<file path="config.mk">
export PLATFORM = sky130hd
export DESIGN_NAME = source_text_tokenizer_core
export DESIGN_NICKNAME = d
export VERILOG_FILES = /design/src/rtl/stt_pkg.sv /design/src/rtl/stt_front.sv /design/src/rtl/stt_back.sv /design/src/rtl/stt_outq.sv /design/src/rtl/source_text_tokenizer_core.sv
export SDC_FILE = /design/constraint.sdc
export NUM_CORES = 1
export LEC_CHECK = 0
export ABC_AREA = 1
export BUFFER_PORTS_ARGS = -buffer_cell sky130_fd_sc_hd__buf_4
export CAP_MARGIN = 5
export CORE_MARGIN = 4
export CORE_UTILIZATION = 35
export CTS_CLUSTER_SIZE = 20
export DETAILED_ROUTE_END_ITERATION = 16
export REMOVE_ABC_BUFFERS = 1
export SLEW_MARGIN = 15
export SYNTH_ARGS = -nofsm -noshare
export SYNTH_HDL_FRONTEND = slang
export SYNTH_SLANG_ARGS = --single-unit
</file>
<file path="constraint.sdc">
create_clock -name i_clk -period 9.2 [get_ports i_clk]
set_input_delay 1.84 -clock i_clk [delete_from_list [all_inputs] [get_ports i_clk]]
set_output_delay 1.84 -clock i_clk [all_outputs]
set_load 0.005 [all_outputs]
</file>
<file path="src/rtl/stt_pkg.sv">
// Shared types, codes and byte classification for the source text tokenizer.
package stt_pkg;

    localparam int DEF_MAX_TEXT_BYTES = 1048576;
    localparam int FQ_DEPTH = 4;
    localparam int OQ_DEPTH = 4;

    localparam logic [5:0] KIND_EOF      = 6'd0;
    localparam logic [5:0] KIND_NEWLINE  = 6'd1;
    localparam logic [5:0] KIND_BLOCK    = 6'd2;
    localparam logic [5:0] KIND_LINE     = 6'd3;
    localparam logic [5:0] KIND_IDENT    = 6'd4;
    localparam logic [5:0] KIND_INT      = 6'd5;
    localparam logic [5:0] KIND_FLOAT    = 6'd6;
    localparam logic [5:0] KIND_STRING   = 6'd7;
    localparam logic [5:0] KIND_CHAR     = 6'd8;
    localparam logic [5:0] KIND_ARROW    = 6'd9;
    localparam logic [5:0] KIND_EQ       = 6'd10;
    localparam logic [5:0] KIND_NE       = 6'd11;
    localparam logic [5:0] KIND_LE       = 6'd12;
    localparam logic [5:0] KIND_GE       = 6'd13;
    localparam logic [5:0] KIND_LAND     = 6'd14;
    localparam logic [5:0] KIND_LOR      = 6'd15;
    localparam logic [5:0] KIND_INC      = 6'd16;
    localparam logic [5:0] KIND_DEC      = 6'd17;
    localparam logic [5:0] KIND_OP1_BASE = 6'd18;

    localparam logic [2:0] ERR_NONE       = 3'd0;
    localparam logic [2:0] ERR_OPEN_BLOCK = 3'd1;
    localparam logic [2:0] ERR_LIT_NL     = 3'd2;
    localparam logic [2:0] ERR_LIT_END    = 3'd3;
    localparam logic [2:0] ERR_BAD_CHAR   = 3'd4;

    localparam logic [7:0] CH_LF     = 8'h0A;
    localparam logic [7:0] CH_CR     = 8'h0D;
    localparam logic [7:0] CH_HASH   = 8'h23;
    localparam logic [7:0] CH_STAR   = 8'h2A;
    localparam logic [7:0] CH_DOT    = 8'h2E;
    localparam logic [7:0] CH_DQUOTE = 8'h22;
    localparam logic [7:0] CH_SQUOTE = 8'h27;
    localparam logic [7:0] CH_BSLASH = 8'h5C;

    typedef struct packed {
        logic [7:0] char_code;
        logic       end_of_text;
    } t_in_item;

    typedef struct packed {
        logic [5:0]  token_kind;
        logic [2:0]  error_code;
        logic [19:0] start_offset;
        logic [19:0] token_length;
        logic [15:0] start_line;
        logic [15:0] start_col;
        logic        is_last;
    } t_out_item;

    typedef struct packed {
        logic       digit;
        logic       alpha;
        logic       space;
        logic [5:0] op1;
    } t_cls;

    typedef struct packed {
        t_in_item item;
        t_cls     cls;
    } t_fq_entry;

    function automatic logic [5:0] op1_kind(input logic [7:0] c);
        logic [4:0] idx;
        logic       hit;
        idx = 5'd0;
        hit = 1'b1;
        case (c)
            "+": idx = 5'd0;
            "-": idx = 5'd1;
            "*": idx = 5'd2;
            "/": idx = 5'd3;
            "%": idx = 5'd4;
            "!": idx = 5'd5;
            "&": idx = 5'd6;
            "|": idx = 5'd7;
            "=": idx = 5'd8;
            "<": idx = 5'd9;
            ">": idx = 5'd10;
            "(": idx = 5'd11;
            ")": idx = 5'd12;
            "{": idx = 5'd13;
            "}": idx = 5'd14;
            "[": idx = 5'd15;
            "]": idx = 5'd16;
            ",": idx = 5'd17;
            ".": idx = 5'd18;
            ":": idx = 5'd19;
            default: hit = 1'b0;
        endcase
        return hit ? (KIND_OP1_BASE + 6'(idx)) : KIND_EOF;
    endfunction

    function automatic logic [5:0] op2_kind(input logic [7:0] h, input logic [7:0] la);
        logic [5:0] k;
        case ({h, la})
            "->":    k = KIND_ARROW;
            "==":    k = KIND_EQ;
            "!=":    k = KIND_NE;
            "<=":    k = KIND_LE;
            ">=":    k = KIND_GE;
            "&&":    k = KIND_LAND;
            "||":    k = KIND_LOR;
            "++":    k = KIND_INC;
            "--":    k = KIND_DEC;
            default: k = KIND_EOF;
        endcase
        return k;
    endfunction

    function automatic t_cls classify(input logic [7:0] c);
        t_cls r;
        r.digit = (c >= "0") && (c <= "9");
        r.alpha = ((c >= "a") && (c <= "z")) || ((c >= "A") && (c <= "Z")) || (c == "_");
        r.space = (c == " ") || (c == 8'h09) || (c == CH_CR) || (c == 8'h0B) || (c == 8'h0C);
        r.op1   = op1_kind(c);
        return r;
    endfunction

endpackage

</file>
<file path="src/rtl/stt_front.sv">
// Front end: classifies incoming bytes and queues them for the scanner.
module stt_front
    import stt_pkg::*;
(
    input  logic      i_clk,
    input  logic      i_rst_n,
    input  logic      push,
    input  t_in_item  i_item,
    output logic      full,
    input  logic      i_pop,
    output logic      o_empty,
    output t_fq_entry o_head
);
    localparam int AW = $clog2(FQ_DEPTH);

    t_fq_entry           r_mem [FQ_DEPTH];
    logic [AW-1:0]       r_wp, r_rp;
    logic [AW:0]         r_cnt;
    logic                w_push, w_pop;

    assign full    = (r_cnt == (AW+1)'(FQ_DEPTH));
    assign o_empty = (r_cnt == '0);
    assign w_push  = push && !full;
    assign w_pop   = i_pop && !o_empty;
    assign o_head  = r_mem[r_rp];

    always_ff @(posedge i_clk) begin
        if (w_push) begin
            r_mem[r_wp] <= '{item: i_item, cls: classify(i_item.char_code)};
        end
    end

    always_ff @(posedge i_clk) begin
        if (!i_rst_n) begin
            r_wp  <= '0;
            r_rp  <= '0;
            r_cnt <= '0;
        end else begin
            if (w_push) begin
                r_wp <= r_wp + 1'b1;
            end
            if (w_pop) begin
                r_rp <= r_rp + 1'b1;
            end
            r_cnt <= r_cnt + (AW+1)'(w_push) - (AW+1)'(w_pop);
        end
    end

endmodule

</file>
<file path="src/rtl/stt_back.sv">
// Back end: scanner state machine that turns byte pairs into tokens.
module stt_back
    import stt_pkg::*;
#(
    parameter int MAX_TEXT_BYTES = DEF_MAX_TEXT_BYTES
) (
    input  logic      i_clk,
    input  logic      i_rst_n,
    input  logic      i_keep,
    input  logic      i_q_empty,
    input  t_fq_entry i_head,
    output logic      o_q_pop,
    input  logic      i_res_full,
    output logic      o_res_push,
    output t_out_item o_res
);
    localparam logic [19:0] OFS_CAP =
        ((MAX_TEXT_BYTES - 1) < 20'hFFFFF) ? 20'(MAX_TEXT_BYTES - 1) : 20'hFFFFF;

    typedef enum logic [12:0] {
        M_IDLE   = 13'b0000000000001,
        M_CRLF   = 13'b0000000000010,
        M_LINE   = 13'b0000000000100,
        M_BOPEN  = 13'b0000000001000,
        M_BBODY  = 13'b0000000010000,
        M_BCLOSE = 13'b0000000100000,
        M_IDENT  = 13'b0000001000000,
        M_INT    = 13'b0000010000000,
        M_DOT    = 13'b0000100000000,
        M_FRAC   = 13'b0001000000000,
        M_STR    = 13'b0010000000000,
        M_CHR    = 13'b0100000000000,
        M_OP2    = 13'b1000000000000
    } t_mode;

    typedef enum logic [2:0] {
        PH_PAIR = 3'b001,
        PH_LAST = 3'b010,
        PH_EOF  = 3'b100
    } t_phase;

    t_phase      r_phase;
    t_mode       r_mode, n_mode;
    logic [7:0]  r_held;
    t_cls        r_hcls;
    logic        r_hv;
    logic [19:0] r_ofs, r_open_ofs;
    logic [15:0] r_line, r_col, r_open_line, r_open_col;
    logic        r_esc, n_esc;
    logic        r_hold, n_hold;
    logic [5:0]  r_op, n_op;

    logic        w_step, w_proc;
    logic [7:0]  h, la;
    t_cls        hc, lac;
    logic        lav;
    logic [19:0] w_nofs, w_sofs;
    logic [15:0] w_nline, w_ncol, w_sline, w_scol;
    logic        ev_emit, ev_fail;
    logic [5:0]  ev_kind, w_lkind, w_op2;
    logic [2:0]  ev_err;
    logic [7:0]  w_quote;

    assign w_step  = !i_q_empty && !i_res_full;
    assign w_proc  = w_step && ((r_phase == PH_PAIR && r_hv) || r_phase == PH_LAST);
    assign o_q_pop = w_step && ((r_phase == PH_PAIR && !i_head.item.end_of_text)
                                || r_phase == PH_EOF);

    always_comb begin
        if (r_phase == PH_PAIR) begin
            h   = r_held;
            hc  = r_hcls;
            la  = i_head.item.char_code;
            lac = i_head.cls;
            lav = 1'b1;
        end else begin
            h   = i_head.item.char_code;
            hc  = i_head.cls;
            la  = '0;
            lac = '0;
            lav = 1'b0;
        end
    end

    assign w_nofs  = (r_ofs < OFS_CAP) ? r_ofs + 20'd1 : r_ofs;
    assign w_nline = (h == CH_LF && r_line != 16'hFFFF) ? r_line + 16'd1 : r_line;
    assign w_ncol  = (h == CH_LF) ? 16'd1 : ((r_col != 16'hFFFF) ? r_col + 16'd1 : r_col);
    assign w_sofs  = (r_mode == M_IDLE) ? r_ofs  : r_open_ofs;
    assign w_sline = (r_mode == M_IDLE) ? r_line : r_open_line;
    assign w_scol  = (r_mode == M_IDLE) ? r_col  : r_open_col;
    assign w_lkind = (r_mode == M_STR) ? KIND_STRING : KIND_CHAR;
    assign w_quote = (r_mode == M_STR) ? CH_DQUOTE : CH_SQUOTE;
    assign w_op2   = lav ? op2_kind(h, la) : KIND_EOF;

    always_comb begin
        n_mode  = r_mode;
        n_esc   = r_esc;
        n_op    = r_op;
        n_hold  = r_hold;
        ev_emit = 1'b0;
        ev_fail = 1'b0;
        ev_kind = KIND_EOF;
        ev_err  = ERR_NONE;
        unique case (r_mode)
            M_IDLE: begin
                if (h == CH_LF) begin
                    ev_emit = 1'b1;
                    ev_kind = KIND_NEWLINE;
                end else if (h == CH_CR && lav && la == CH_LF) begin
                    n_mode = M_CRLF;
                end else if (hc.space) begin
                    n_mode = M_IDLE;
                end else if (h == CH_HASH) begin
                    if (lav && la == CH_STAR) begin
                        n_mode = M_BOPEN;
                    end else if (!lav || la == CH_LF) begin
                        ev_emit = i_keep;
                        ev_kind = KIND_LINE;
                    end else begin
                        n_mode = M_LINE;
                    end
                end else if (hc.alpha) begin
                    if (lav && (lac.alpha || lac.digit)) begin
                        n_mode = M_IDENT;
                    end else begin
                        ev_emit = 1'b1;
                        ev_kind = KIND_IDENT;
                    end
                end else if (hc.digit) begin
                    if (lav && lac.digit) begin
                        n_mode = M_INT;
                    end else if (lav && la == CH_DOT) begin
                        n_mode = M_DOT;
                    end else begin
                        ev_emit = 1'b1;
                        ev_kind = KIND_INT;
                    end
                end else if (h == CH_DOT && lav && lac.digit) begin
                    n_mode = M_FRAC;
                end else if (h == CH_DQUOTE || h == CH_SQUOTE) begin
                    n_esc  = 1'b0;
                    n_mode = (h == CH_DQUOTE) ? M_STR : M_CHR;
                    if (!lav) begin
                        ev_fail = 1'b1;
                        ev_kind = (h == CH_DQUOTE) ? KIND_STRING : KIND_CHAR;
                        ev_err  = ERR_LIT_END;
                    end
                end else if (w_op2 != KIND_EOF) begin
                    n_op   = w_op2;
                    n_mode = M_OP2;
                end else if (hc.op1 != KIND_EOF) begin
                    ev_emit = 1'b1;
                    ev_kind = hc.op1;
                end else begin
                    ev_fail = 1'b1;
                    ev_kind = KIND_EOF;
                    ev_err  = ERR_BAD_CHAR;
                end
            end
            M_CRLF: begin
                ev_emit = 1'b1;
                ev_kind = KIND_NEWLINE;
            end
            M_LINE: begin
                if (!lav || la == CH_LF) begin
                    n_mode  = M_IDLE;
                    ev_emit = i_keep;
                    ev_kind = KIND_LINE;
                end
            end
            M_BOPEN: begin
                n_mode = M_BBODY;
                if (!lav) begin
                    ev_fail = 1'b1;
                    ev_kind = KIND_BLOCK;
                    ev_err  = ERR_OPEN_BLOCK;
                end
            end
            M_BBODY: begin
                if (h == CH_STAR && lav && la == CH_HASH) begin
                    n_mode = M_BCLOSE;
                end else if (!lav) begin
                    ev_fail = 1'b1;
                    ev_kind = KIND_BLOCK;
                    ev_err  = ERR_OPEN_BLOCK;
                end
            end
            M_BCLOSE: begin
                n_mode  = M_IDLE;
                ev_emit = i_keep;
                ev_kind = KIND_BLOCK;
            end
            M_IDENT: begin
                if (!(lav && (lac.alpha || lac.digit))) begin
                    ev_emit = 1'b1;
                    ev_kind = KIND_IDENT;
                end
            end
            M_INT: begin
                if (lav && lac.digit) begin
                    n_mode = M_INT;
                end else if (lav && la == CH_DOT) begin
                    n_mode = M_DOT;
                end else begin
                    ev_emit = 1'b1;
                    ev_kind = KIND_INT;
                end
            end
            M_DOT, M_FRAC: begin
                if (lav && lac.digit) begin
                    n_mode = M_FRAC;
                end else begin
                    ev_emit = 1'b1;
                    ev_kind = KIND_FLOAT;
                end
            end
            M_STR, M_CHR: begin
                ev_kind = w_lkind;
                if (!r_esc && h == w_quote) begin
                    ev_emit = 1'b1;
                end else if (!r_esc && h != CH_BSLASH && h == CH_LF) begin
                    ev_fail = 1'b1;
                    ev_err  = ERR_LIT_NL;
                end else begin
                    n_esc = !r_esc && (h == CH_BSLASH);
                    if (!lav) begin
                        ev_fail = 1'b1;
                        ev_err  = ERR_LIT_END;
                    end
                end
            end
            M_OP2: begin
                ev_emit = 1'b1;
                ev_kind = r_op;
            end
            default: begin
                n_mode = M_IDLE;
            end
        endcase
        if (ev_fail) begin
            ev_emit = 1'b1;
            n_hold  = 1'b1;
            n_mode  = M_IDLE;
        end else if (ev_emit) begin
            n_mode = M_IDLE;
        end
    end

    always_comb begin
        if (r_phase == PH_EOF) begin
            o_res_push         = w_step && !r_hold;
            o_res.token_kind   = KIND_EOF;
            o_res.error_code   = ERR_NONE;
            o_res.start_offset = r_ofs;
            o_res.token_length = '0;
            o_res.start_line   = r_line;
            o_res.start_col    = r_col;
            o_res.is_last      = 1'b1;
        end else begin
            o_res_push         = w_proc && !r_hold && ev_emit;
            o_res.token_kind   = ev_kind;
            o_res.error_code   = ev_err;
            o_res.start_offset = w_sofs;
            o_res.token_length = w_nofs - w_sofs;
            o_res.start_line   = w_sline;
            o_res.start_col    = w_scol;
            o_res.is_last      = ev_fail;
        end
    end

    always_ff @(posedge i_clk) begin
        if (!i_rst_n || (w_step && r_phase == PH_EOF)) begin
            r_mode      <= M_IDLE;
            r_hv        <= 1'b0;
            r_held      <= '0;
            r_hcls      <= '0;
            r_ofs       <= '0;
            r_line      <= 16'd1;
            r_col       <= 16'd1;
            r_open_ofs  <= '0;
            r_open_line <= 16'd1;
            r_open_col  <= 16'd1;
            r_esc       <= 1'b0;
            r_hold      <= 1'b0;
            r_op        <= KIND_EOF;
        end else begin
            if (w_proc && !r_hold) begin
                r_mode <= n_mode;
                r_esc  <= n_esc;
                r_op   <= n_op;
                r_hold <= n_hold;
                r_ofs  <= w_nofs;
                r_line <= w_nline;
                r_col  <= w_ncol;
                if (r_mode == M_IDLE) begin
                    r_open_ofs  <= r_ofs;
                    r_open_line <= r_line;
                    r_open_col  <= r_col;
                end
            end
            if (w_step && r_phase == PH_PAIR) begin
                r_held <= i_head.item.char_code;
                r_hcls <= i_head.cls;
                r_hv   <= 1'b1;
            end
        end
    end

    always_ff @(posedge i_clk) begin
        if (!i_rst_n) begin
            r_phase <= PH_PAIR;
        end else if (w_step) begin
            unique case (r_phase)
                PH_PAIR: r_phase <= i_head.item.end_of_text ? PH_LAST : PH_PAIR;
                PH_LAST: r_phase <= PH_EOF;
                PH_EOF:  r_phase <= PH_PAIR;
                default: r_phase <= PH_PAIR;
            endcase
        end
    end

endmodule

</file>
<file path="src/rtl/stt_outq.sv">
// Result queue between the scanner and the consumer.
module stt_outq
    import stt_pkg::*;
(
    input  logic      i_clk,
    input  logic      i_rst_n,
    input  logic      i_push,
    input  t_out_item i_res,
    output logic      o_full,
    input  logic      pop,
    output logic      empty,
    output t_out_item o_result
);
    localparam int AW = $clog2(OQ_DEPTH);

    t_out_item     r_mem [OQ_DEPTH];
    logic [AW-1:0] r_wp, r_rp;
    logic [AW:0]   r_cnt;
    logic          w_push, w_pop;

    assign o_full   = (r_cnt == (AW+1)'(OQ_DEPTH));
    assign empty    = (r_cnt == '0);
    assign w_push   = i_push && !o_full;
    assign w_pop    = pop && !empty;
    assign o_result = r_mem[r_rp];

    always_ff @(posedge i_clk) begin
        if (w_push) begin
            r_mem[r_wp] <= i_res;
        end
    end

    always_ff @(posedge i_clk) begin
        if (!i_rst_n) begin
            r_wp  <= '0;
            r_rp  <= '0;
            r_cnt <= '0;
        end else begin
            if (w_push) begin
                r_wp <= r_wp + 1'b1;
            end
            if (w_pop) begin
                r_rp <= r_rp + 1'b1;
            end
            r_cnt <= r_cnt + (AW+1)'(w_push) - (AW+1)'(w_pop);
        end
    end

endmodule

</file>
<file path="src/rtl/source_text_tokenizer_core.sv">
// Top level of the source text tokenizer: byte queue, scanner, result queue.
//
//  channel   direction  handshake             payload
//  input     in         push / full           i_item   (t_in_item)
//  result    out        empty / pop           o_result (t_out_item)
//  config    in         i_cfg_we              i_cfg_wdata (keep_comments)
//
//  One byte per scanner cycle while the byte queue holds data and the result
//  queue is not full; an end_of_text byte goes through these phases in order:
//  pair with the byte before, last byte alone, EOF and text reset.
//  A full result queue stalls the scanner; the byte queue then absorbs up to
//  four transactions before full rises.
//  Synchronous active-low reset clears both queues and all text state.
module source_text_tokenizer_core
    import stt_pkg::*;
#(
    parameter int MAX_TEXT_BYTES = DEF_MAX_TEXT_BYTES
) (
    input  logic      i_clk,
    input  logic      i_rst_n,
    input  logic      push,
    input  t_in_item  i_item,
    output logic      full,
    output logic      empty,
    input  logic      pop,
    output t_out_item o_result,
    input  logic      i_cfg_we,
    input  logic      i_cfg_wdata
);
    logic      r_keep;
    logic      w_q_empty, w_q_pop, w_res_full, w_res_push;
    t_fq_entry w_head;
    t_out_item w_res;

    always_ff @(posedge i_clk) begin
        if (!i_rst_n) begin
            r_keep <= 1'b0;
        end else if (i_cfg_we) begin
            r_keep <= i_cfg_wdata;
        end
    end

    stt_front u_front (
        .i_clk   (i_clk),
        .i_rst_n (i_rst_n),
        .push    (push),
        .i_item  (i_item),
        .full    (full),
        .i_pop   (w_q_pop),
        .o_empty (w_q_empty),
        .o_head  (w_head)
    );

    stt_back #(
        .MAX_TEXT_BYTES (MAX_TEXT_BYTES)
    ) u_back (
        .i_clk      (i_clk),
        .i_rst_n    (i_rst_n),
        .i_keep     (r_keep),
        .i_q_empty  (w_q_empty),
        .i_head     (w_head),
        .o_q_pop    (w_q_pop),
        .i_res_full (w_res_full),
        .o_res_push (w_res_push),
        .o_res      (w_res)
    );

    stt_outq u_outq (
        .i_clk    (i_clk),
        .i_rst_n  (i_rst_n),
        .i_push   (w_res_push),
        .i_res    (w_res),
        .o_full   (w_res_full),
        .pop      (pop),
        .empty    (empty),
        .o_result (o_result)
    );

    a_no_push_when_full: assert property (@(posedge i_clk) disable iff (!i_rst_n)
        !(w_res_push && w_res_full))
        else $error("result written into full queue");

    a_pop_needs_data: assert property (@(posedge i_clk) disable iff (!i_rst_n)
        w_q_pop |-> !w_q_empty)
        else $error("byte queue popped while empty");

    a_last_is_eof_or_err: assert property (@(posedge i_clk) disable iff (!i_rst_n)
        (w_res_push && w_res.is_last) |->
            (w_res.error_code != ERR_NONE || w_res.token_kind == KIND_EOF))
        else $error("last result is neither EOF nor error");

endmodule

</file>
### Word level (Yosys, flattened, before mapping)

Memory sizes are Yosys's and may differ from the RTL's. A register that Yosys moved wholly into a read port is not among the register bits.
Index checks and enable logic that the tools add are counted.

| word-level totals | value |
|---|---|
| output and inout port bits | 84 |
| bits of input ports | 15 |
| memory bits (writable) | 400 |
| flip-flop bits (word level) | 161 |
| word-level logic and storage cells | 346 |
| memories | 2 |

Memory list:

| name | words | bits a word | read ports | clocked after memory_dff | wr ports | line | RTL |
|---|---|---|---|---|---|---|---|
| u_outq.r_mem | 4 | 82 | 1 | 1 | 1 | stt_outq.sv:16 | `t_out_item r_mem [OQ_DEPTH];` |
| u_front.r_mem | 4 | 18 | 1 | 1 | 1 | stt_front.sv:16 | `t_fq_entry r_mem [FQ_DEPTH];` |

| operators by class | value |
|---|---|
| equality and inequality tests | 87 |
| $lt $le $gt $ge | 7 |
| add/subtract/negate cells | 13 |
| bitwise logic cells | 8 |
| reduce and logical (&&, ||, !) cells | 70 |
| mux-type cells | 135 |

Operators with widths:

| cell | number |
|---|---|
| 2-to-1 mux 13 bit | 19 |
| equality test 8 x 6 -> 1 bit, second input constant | 24 |
| equality test 16 x 14 -> 1 bit, second input constant | 8 |
| case mux 5 bit (19 select lines) | 1 |
| case mux 13 bit (7 select lines) | 1 |
| 2-to-1 mux 6 bit | 14 |
| 2-to-1 mux 82 bit | 1 |
| case mux 6 bit (11 select lines) | 1 |
| 2-to-1 mux 16 bit | 4 |
| equality test 8 x 4 -> 1 bit, second input constant | 7 |
| equality test 8 x 7 -> 1 bit, second input constant | 7 |
| 2-to-1 mux 1 bit | 52 |
| 2-to-1 mux 3 bit | 16 |
| case mux 5 bit (9 select lines) | 1 |
| 2-to-1 mux 20 bit | 2 |
| adder 16 x 1 -> 16 bit, second input constant | 2 |
| logical AND 1 bit | 32 |
| inequality test 16 bit, second input constant | 2 |
| adder 20 x 1 -> 20 bit, second input constant | 1 |
| less-than comparator 20 bit, second input constant | 1 |
| OR reduction 20 bit | 1 |
| subtractor 20 bit | 1 |
| 2-to-1 mux 2 bit | 9 |
| 2-to-1 mux 9 bit | 2 |
| 56 further kinds | 111 |

### Longest topological paths before layout

Gate-level depths: netlist (run 1).

| depth | value |
|---|---|
| depth after elaboration | 22 |
| gate-level depth with buffers | 27 |
| depth with buffers taken out | 26 |

### Cells and area by module

From an unflattened synthesis (run 1), not the netlist that was laid out.

| unflattened totals | value |
|---|---|
| cells, all modules | 2891 |
| area total of the unflattened synthesis | 26744.4 sq um |

By module, submodules not included:

| module | seq. area each (sq um) | area each (sq um) | times used | cells each |
|---|---|---|---|---|
| stt_outq | 10029.6 | 12739.7 | 1 | 861 |
| stt_back | 2902.8 | 10279.9 | 1 | 1658 |
| stt_front | 2342.2 | 3683.5 | 1 | 366 |
| source_text_tokenizer_core | 20.0 | 41.3 | 1 | 6 |

### Worst setup path before layout (run 1)

OpenSTA, ideal clock, no wires.

| timing | value |
|---|---|
| kind | register -> register |
| start point | register with a tool-made name |
| end point | memory u_outq.r_mem[0][0] (netlist bit), enable pin |
| period minus slack after synthesis | 6.100 ns |
| path buffers | 2 |
| arrival time | 5.577 ns |
| cell stages (with the launch flop) | 20 |
| setup time | 0.523 ns |
| required time | 8.677 ns |
| slack | 3.100 ns |
| path through | dfxtp_1 buf_6 inv_6 buf_8 nand2_2 nand3_2 nand3_2 nand2_4 nor2_4 nand3_2 nor3_4 nand2_2 a21oi_2 nor2_1 a21boi_4 nand2_1 nand2_1 nand2_1 inv_1 nor2_1 |

RTL lines:

| item | line |
|---|---|
| to (decl) | stt_outq.sv:16 |

==> out/qor.csv, run 1 <==
metric,value,unit
critPathMaxFanout,83,
syn_inst,2821,
reg2reg_slack,4210,ps
port_buffers,98,
grt_setup_unrepaired,no,
first_iter_violations,1475,
postPlaceCellArea,0.0279,mm²
worst_setup_path_end_kind,output port,
ys_ff_latch,564,
async_flop_share,0,%
drc_errors,0,
dieWidth,282,µm
cts_tree,built,
fp.coreArea,0.0744,mm²
dp_cells,3785,
arrival,3410,ps
yosysTopAreaCellShare,45.8,%
hp-class,flop to flop,
skew,45.5,ps
syn_area,0.0262,mm²
critPathRequiredTime,7360,ps
grt_use_total,16.3,%
cts_root_buf,clkbuf_16,
final_common_cell,nor2_1,
relSlewSlack,24.8,%
wire_per_inst,16.9,µm
total_power,12.0,mW
final_util,40.1,%
synth.avg_cell_area,9.30,µm²
vias,19800,
post-cts-setup-buffer-count,0,
tns,0,ps
r2r_cells,20,
dp_hpwl,41800,µm
die_area,0.0794,mm²
synth.area.top_cells,"edfxtp_1 46%, dfxtp_1 13%, o21ai_0 7.5%",
hp-start,u_front.r_rp[1],
ys.flop_type,edfxtp_1,
peakVddDrop,354,µV
p_sw_share,43.6,%
clkLatencyLatePin,640,ps
cts_buffers,61,
postRouteAntennaNets,0,
maxCapViolations,0,
combinationalPowerShare,46.7,%
p_switching,5.24,mW
synth_edf_count,400,
grt_pass1_wl,104000,µm
p_leak,11.0,nW
viasPerCell,5.07,
cellPowerDensity,402,mW/mm²
p_int,6.77,mW
yosysTopAreaCell,edfxtp_1,
drive_gt1_share,11.3,%
ys_seq_area_share,58.3,%
p_seq_share,33.3,%
grt_max_degree,108,
crit_end,o_result[77],
antenna_found_initial,0,
overflow,0,
finalNetCount,2932,
ys_warn_count,0,
stdcell_area,0.0299,mm²
layout_common_cells,"467 x nor2_1, 400 x edfxtp_1, 393 x nand2_1, 393 x o21ai_0, 210 x inv_1",
first_pass_iters,5,
ys_types,65,
max-clock-path-buffers,3,
hold_buffers,0,
cts.repair.resized,0,
worst_pin_slew,1130,ps
setup-violations-final,0,
clkPwrFrac,19.9,%
finalCritPeriodShare,57.1,%
slew_violations,0,
grt_pass1_vias,18800,
r2r_end,u_outq.r_mem[1][0],
cp-start-kind,flop,
crit_type,flop to output port,
clock_sinks,564,
final_cells,3901,
drt_wl_total,65900,µm
status,"finished, final reports clean",
final_hold_viol_count,0,
htree_levels,2,
pin_count,99,
layout_min_cycle_time,5250,ps
diodes,0,
rows,100,
die_h,282,µm
area_growth,13.8,%
fmax,190,MHz
clk_pin_slew,60,ps
start_util,35.3,%
gp_congestion,0.912,
[worst max-delay path, stage by stage, from the launching register on]
cell and delay [ps]:
dfxtp_2 310, buf_4 420, inv_2 330, buf_4 680, o21ai_0 200, o22ai_1 550, buf_4 230
[synthesized netlist by cell type, types with 7 or more instances]
master	number
nor2_1	472
edfxtp_1	400
nand2_1	394
o21ai_0	393
inv_1	212
dfxtp_1	164
a21oi_1	144
clkbuf_1	110
o22ai_1	87
nand3_1	82
nor3_1	52
ha_1	35
nand4_1	30
nand2_2	25
a211oi_1	22
xor2_1	21
nand3_2	16
inv_2	14
nor2_2	10
nor2_4	10
nor4_1	10
buf_2	8
buf_6	8
a31oi_1	7
[registers in the layout, indices dropped and copies added, names as in the netlist, 9 cells and up, named ones only]
name                count
u_back.r_ofs           20
u_front.r_mem          72
u_back.r_open_line     16
u_back.r_mode          13
u_back.r_open_ofs      20
u_outq.r_mem          328
u_back.r_hcls           9
u_back.r_line          16
u_back.r_col           16
u_back.r_open_col      16
[routing by layer]
layer	wire, µm	vias up	share of wire, %	GRT usage (%)
li1	-	9871	-	-
met1	31000	9358	47	22.7
met2	30400	472	46	26.9
met3	3150	92	4.8	2.46
met4	1270	0	1.9	3.90
met5	0	-	0	0
[worst min-delay path by stage]
stage	end	cells past startpoint
4_1_cts	u_front.r_rp[1]	1
3_3_place_gp	u_front.r_rp[1]	1
2_1_floorplan	flop	1
3_5_place_dp	flop	2
6_report	u_front.r_rp[1]	1
5_1_grt	u_front.r_rp[1]	1
[power by group through the flow]
stage	clock network, mW	registers (mW)	logic, mW
after floorplan	0	3.98	3.54
after global placement	0	4.04	5.56
after global routing	2.56	4.04	6.33
final	2.39	4.00	5.61
after CTS	2.45	4.00	5.62
after detailed placement	0	4.05	5.58
[per-stage QoR]
step | hold WS, ps | worst slack, ps
final | 453 | 3950
after global routing | 476 | 3640
after CTS | 455 | 3800
after detailed placement | 446 | 4190
after global placement | 436 | 4260
after floorplan | 412 | -328
[layout make-up]
cell class                 count  area, µm²
clock inverter                31        297
inverter                     230        871
tap                          969       1210
clock buffer                  85       1700
sequential                   564      15300
multi-input combinational   1895       9550
fill                        7290      44600
timing repair buffer         127        953
[cells by family after synthesis]
family	after synthesis	share of synthesized area, %
compound gates	697	14.5
xor+xnor	23	0.768
fa+ha+maj	38	1.90
buf+inv	362	5.55
flops	564	58.3
mux	4	0.153
simple gates	1133	18.9
Power figures use the tool's default switching activity.
==> run 2: changes to the inputs <==
ABC_AREA = 0   (was 1)
clock period = 5.3 ns   (was 9.2 ns; I/O delays follow)
==> run 2 against run 1 <==
- critical path depth is 10 higher
- final cell count shrank 20%
- sequential cell count unchanged
- critical path type is now flop to flop
- total power grew 35%
- clock power grew 80%
==> out/qor.csv, run 2 <==
metric,value,unit
yosysMostFrequentCell,edfxtp_1,
largest_reg_flops,328,
grt_max_degree,58,
cts_buffers,60,
die_area,0.0784,mm²
dp_hpwl,42300,µm
path_cells,nor4_2 -> and3_1 -> nand2_1 -> buf_4 -> mux2i_1 -> ha_1 -> o21ai_0 -> a21boi_0 -> o21ai_0 -> a211o_1 -> o21ai_0 -> buf_4 -> o2111a_1 -> o31ai_1 -> o21ai_0 -> mux2i_1,
hp-class,flop to flop,
hold_depth,2,
final_hold_viol_count,0,
cts_tree,built,
grt_pass1_wl,96500,µm
ys_seq_area_share,59.1,%
relSlewSlack,24.2,%
rows,99,
postRouteAntennaNets,0,
p_switching,5.55,mW
netlist_top_cells_count,"400 x edfxtp_1, 215 x nor2_1, 184 x nand2_1, 164 x dfxtp_1, 105 x mux4_2",
maxCapViolations,0,
timing.hold.ws,453,ps
grt_pass1_vias,16700,
ys_types,85,
slew_violations,0,
cp_top_family,compound AO/OA/AOI/OAI gates,
die_h,280,µm
arrival,5210,ps
max-clock-path-buffers,3,
cellPowerDensity,543,mW/mm²
reg_top3,"u_outq.r_mem x328, u_front.r_mem x72",
drive_gt1_share,19.2,%
ys_warn_count,0,
crit_top_cell,o21ai_0,
viasPerCell,5.29,
yosysTopAreaCellShare,46.4,%
pin_count,99,
worst_setup_path_end_kind,flop,
p_leak,10.2,nW
overflow,0,
hold_buffers,0,
drc_errors,0,
peakVddDrop,262,µV
critPathMaxFanout,21,
clkLatencyLatePin,630,ps
r2r_cells,16,
fmax,209,MHz
critPathRequiredTime,5740,ps
top_register,u_outq.r_mem,
layout_common_cells,"400 x edfxtp_1, 212 x nor2_1, 182 x nand2_1, 162 x dfxtp_1, 137 x buf_4",
gp_congestion,0.905,
n_fill_cell,6860,
final_cells,3133,
skew,36.9,ps
ys_ff_latch,564,
clock_sinks,564,
reg2reg_slack,520,ps
stdcell_area,0.0299,mm²
area_growth,15.3,%
drt_wl_total,61500,µm
p_sw_share,34.2,%
p_seq_share,37.0,%
crit_path_top_delay_cell,nor4_2,
setup-violations-final,0,
synth_edf_count,400,
dp_cells,3019,
first_iter_violations,1145,
postPlaceCellArea,0.0278,mm²
worstReg2RegStart,u_back.r_mode[6],
wire_per_inst,19.6,µm
ys.flop_type,edfxtp_1,
grt_setup_unrepaired,no,
p_int,10.7,mW
start_util,35.4,%
grt_use_total,15.4,%
port_buffers,98,
crit_cells,16,
r2r_end,u_outq.r_mem[1][52],
syn_inst,2043,
yosysTopAreaCell,edfxtp_1,
layout_min_cycle_time,4780,ps
combinationalPowerShare,36.4,%
htree_levels,2,
async_flop_share,0,%
finalNetCount,2175,
slowest_delay,430,ps
synth.area.top_cells,"edfxtp_1 46%, dfxtp_1 13%, mux4_2 9.1%",
fp.coreArea,0.0732,mm²
worst_pin_slew,1130,ps
hold_end,u_back.r_open_col[13],
crit_type,flop to flop,
antenna_found_initial,0,
vias,16600,
clk_pin_slew,60,ps
syn_area,0.0259,mm²
cts_root_buf,clkbuf_16,
cp_num_buf_inv,2,
final_common_cell,edfxtp_1,
final_util,40.8,%
finalCritPeriodShare,90.1,%
status,"finished, final reports clean",
clkPwrFrac,26.6,%
first_pass_iters,5,
diodes,0,
cp-start-kind,flop,
dieWidth,280,µm
hp-start,u_back.r_open_col[13],
synth.avg_cell_area,12.7,µm²
-- run 2: worst min-delay path, delay by kind of cell, from the launching register on --
| family | cells | cell delay, ps |
|---|---|---|
| DFF | 1 | 310 |
| and+or+nand+nor | 1 | 50 |
| AOI/OAI and AO/OA | 1 | 50 |
-- run 2: cell families after synthesis --
group	Yosys count	synth area share [%]
buffers and inverters	153	2.34
XOR/XNOR	89	3.01
adder cells (fa/ha/maj)	38	1.92
AND/OR/NAND/NOR	732	14.0
flip-flops	564	59.1
AO/OA/AOI/OAI	273	6.95
multiplexers	194	12.7
-- run 2: final cells by class --
cell class / count / area (µm²) / share of cell area [%]
flip-flops and latches: 564 / 15300 / 51.2
repair buffers: 142 / 1130 / 3.78
well taps: 959 / 1200 / 4.02
inverters: 28 / 105 / 0.352
clock buffers: 79 / 1600 / 5.37
clock inverters: 35 / 479 / 1.60
multi-input cells: 1326 / 10000 / 33.6
-- run 2: metrics by stage --
step | setup slack, ps | power, mW | setup TNS [ps]
final | 524 | 16.2 | 0
after global routing | 80.3 | 17.1 | 0
after CTS | 472 | 16.4 | 0
after detailed placement | 503 | 12.1 | 0
after global placement | 634 | 12.0 | 0
after floorplan | -651 | 9.81 | -213440
-- run 2: power groups by stage --
stage / clock, mW / combinational [mW] / sequential [mW]
after detailed placement: 0 / 5.96 / 6.11
after floorplan: 0 / 3.70 / 6.12
after CTS: 4.43 / 5.98 / 6.02
final: 4.31 / 5.90 / 6.01
after global routing: 4.62 / 6.43 / 6.07
after global placement: 0 / 5.90 / 6.08
-- run 2: layer usage --
metal / track usage [%] / vias to the layer above / routed length, µm
met5: 0 / - / 0
met1: 20.7 / 8264 / 27100
met2: 26.7 / 366 / 30600
li1: - / 7852 / -
met4: 3.46 / 0 / 1240
met3: 2.30 / 91 / 2610
-- run 2: how the worst max path moves through the flow --
stage | from | end
3_3_place_gp | flop | u_outq.r_mem[0][9]
2_1_floorplan | flop | u_outq.r_mem[0][0]
3_5_place_dp | flop | u_outq.r_mem[0][9]
6_report | u_back.r_mode[6] | u_outq.r_mem[1][52]
4_1_cts | u_back.r_mode[6] | u_outq.r_mem[1][52]
5_1_grt | u_back.r_mode[6] | u_outq.r_mem[2][51]
-- run 2: timing repair --
item	in CTS	in global routing
setup buffers	0	0
gates resized for setup	0	1
endpoints found under the setup margin	0	4
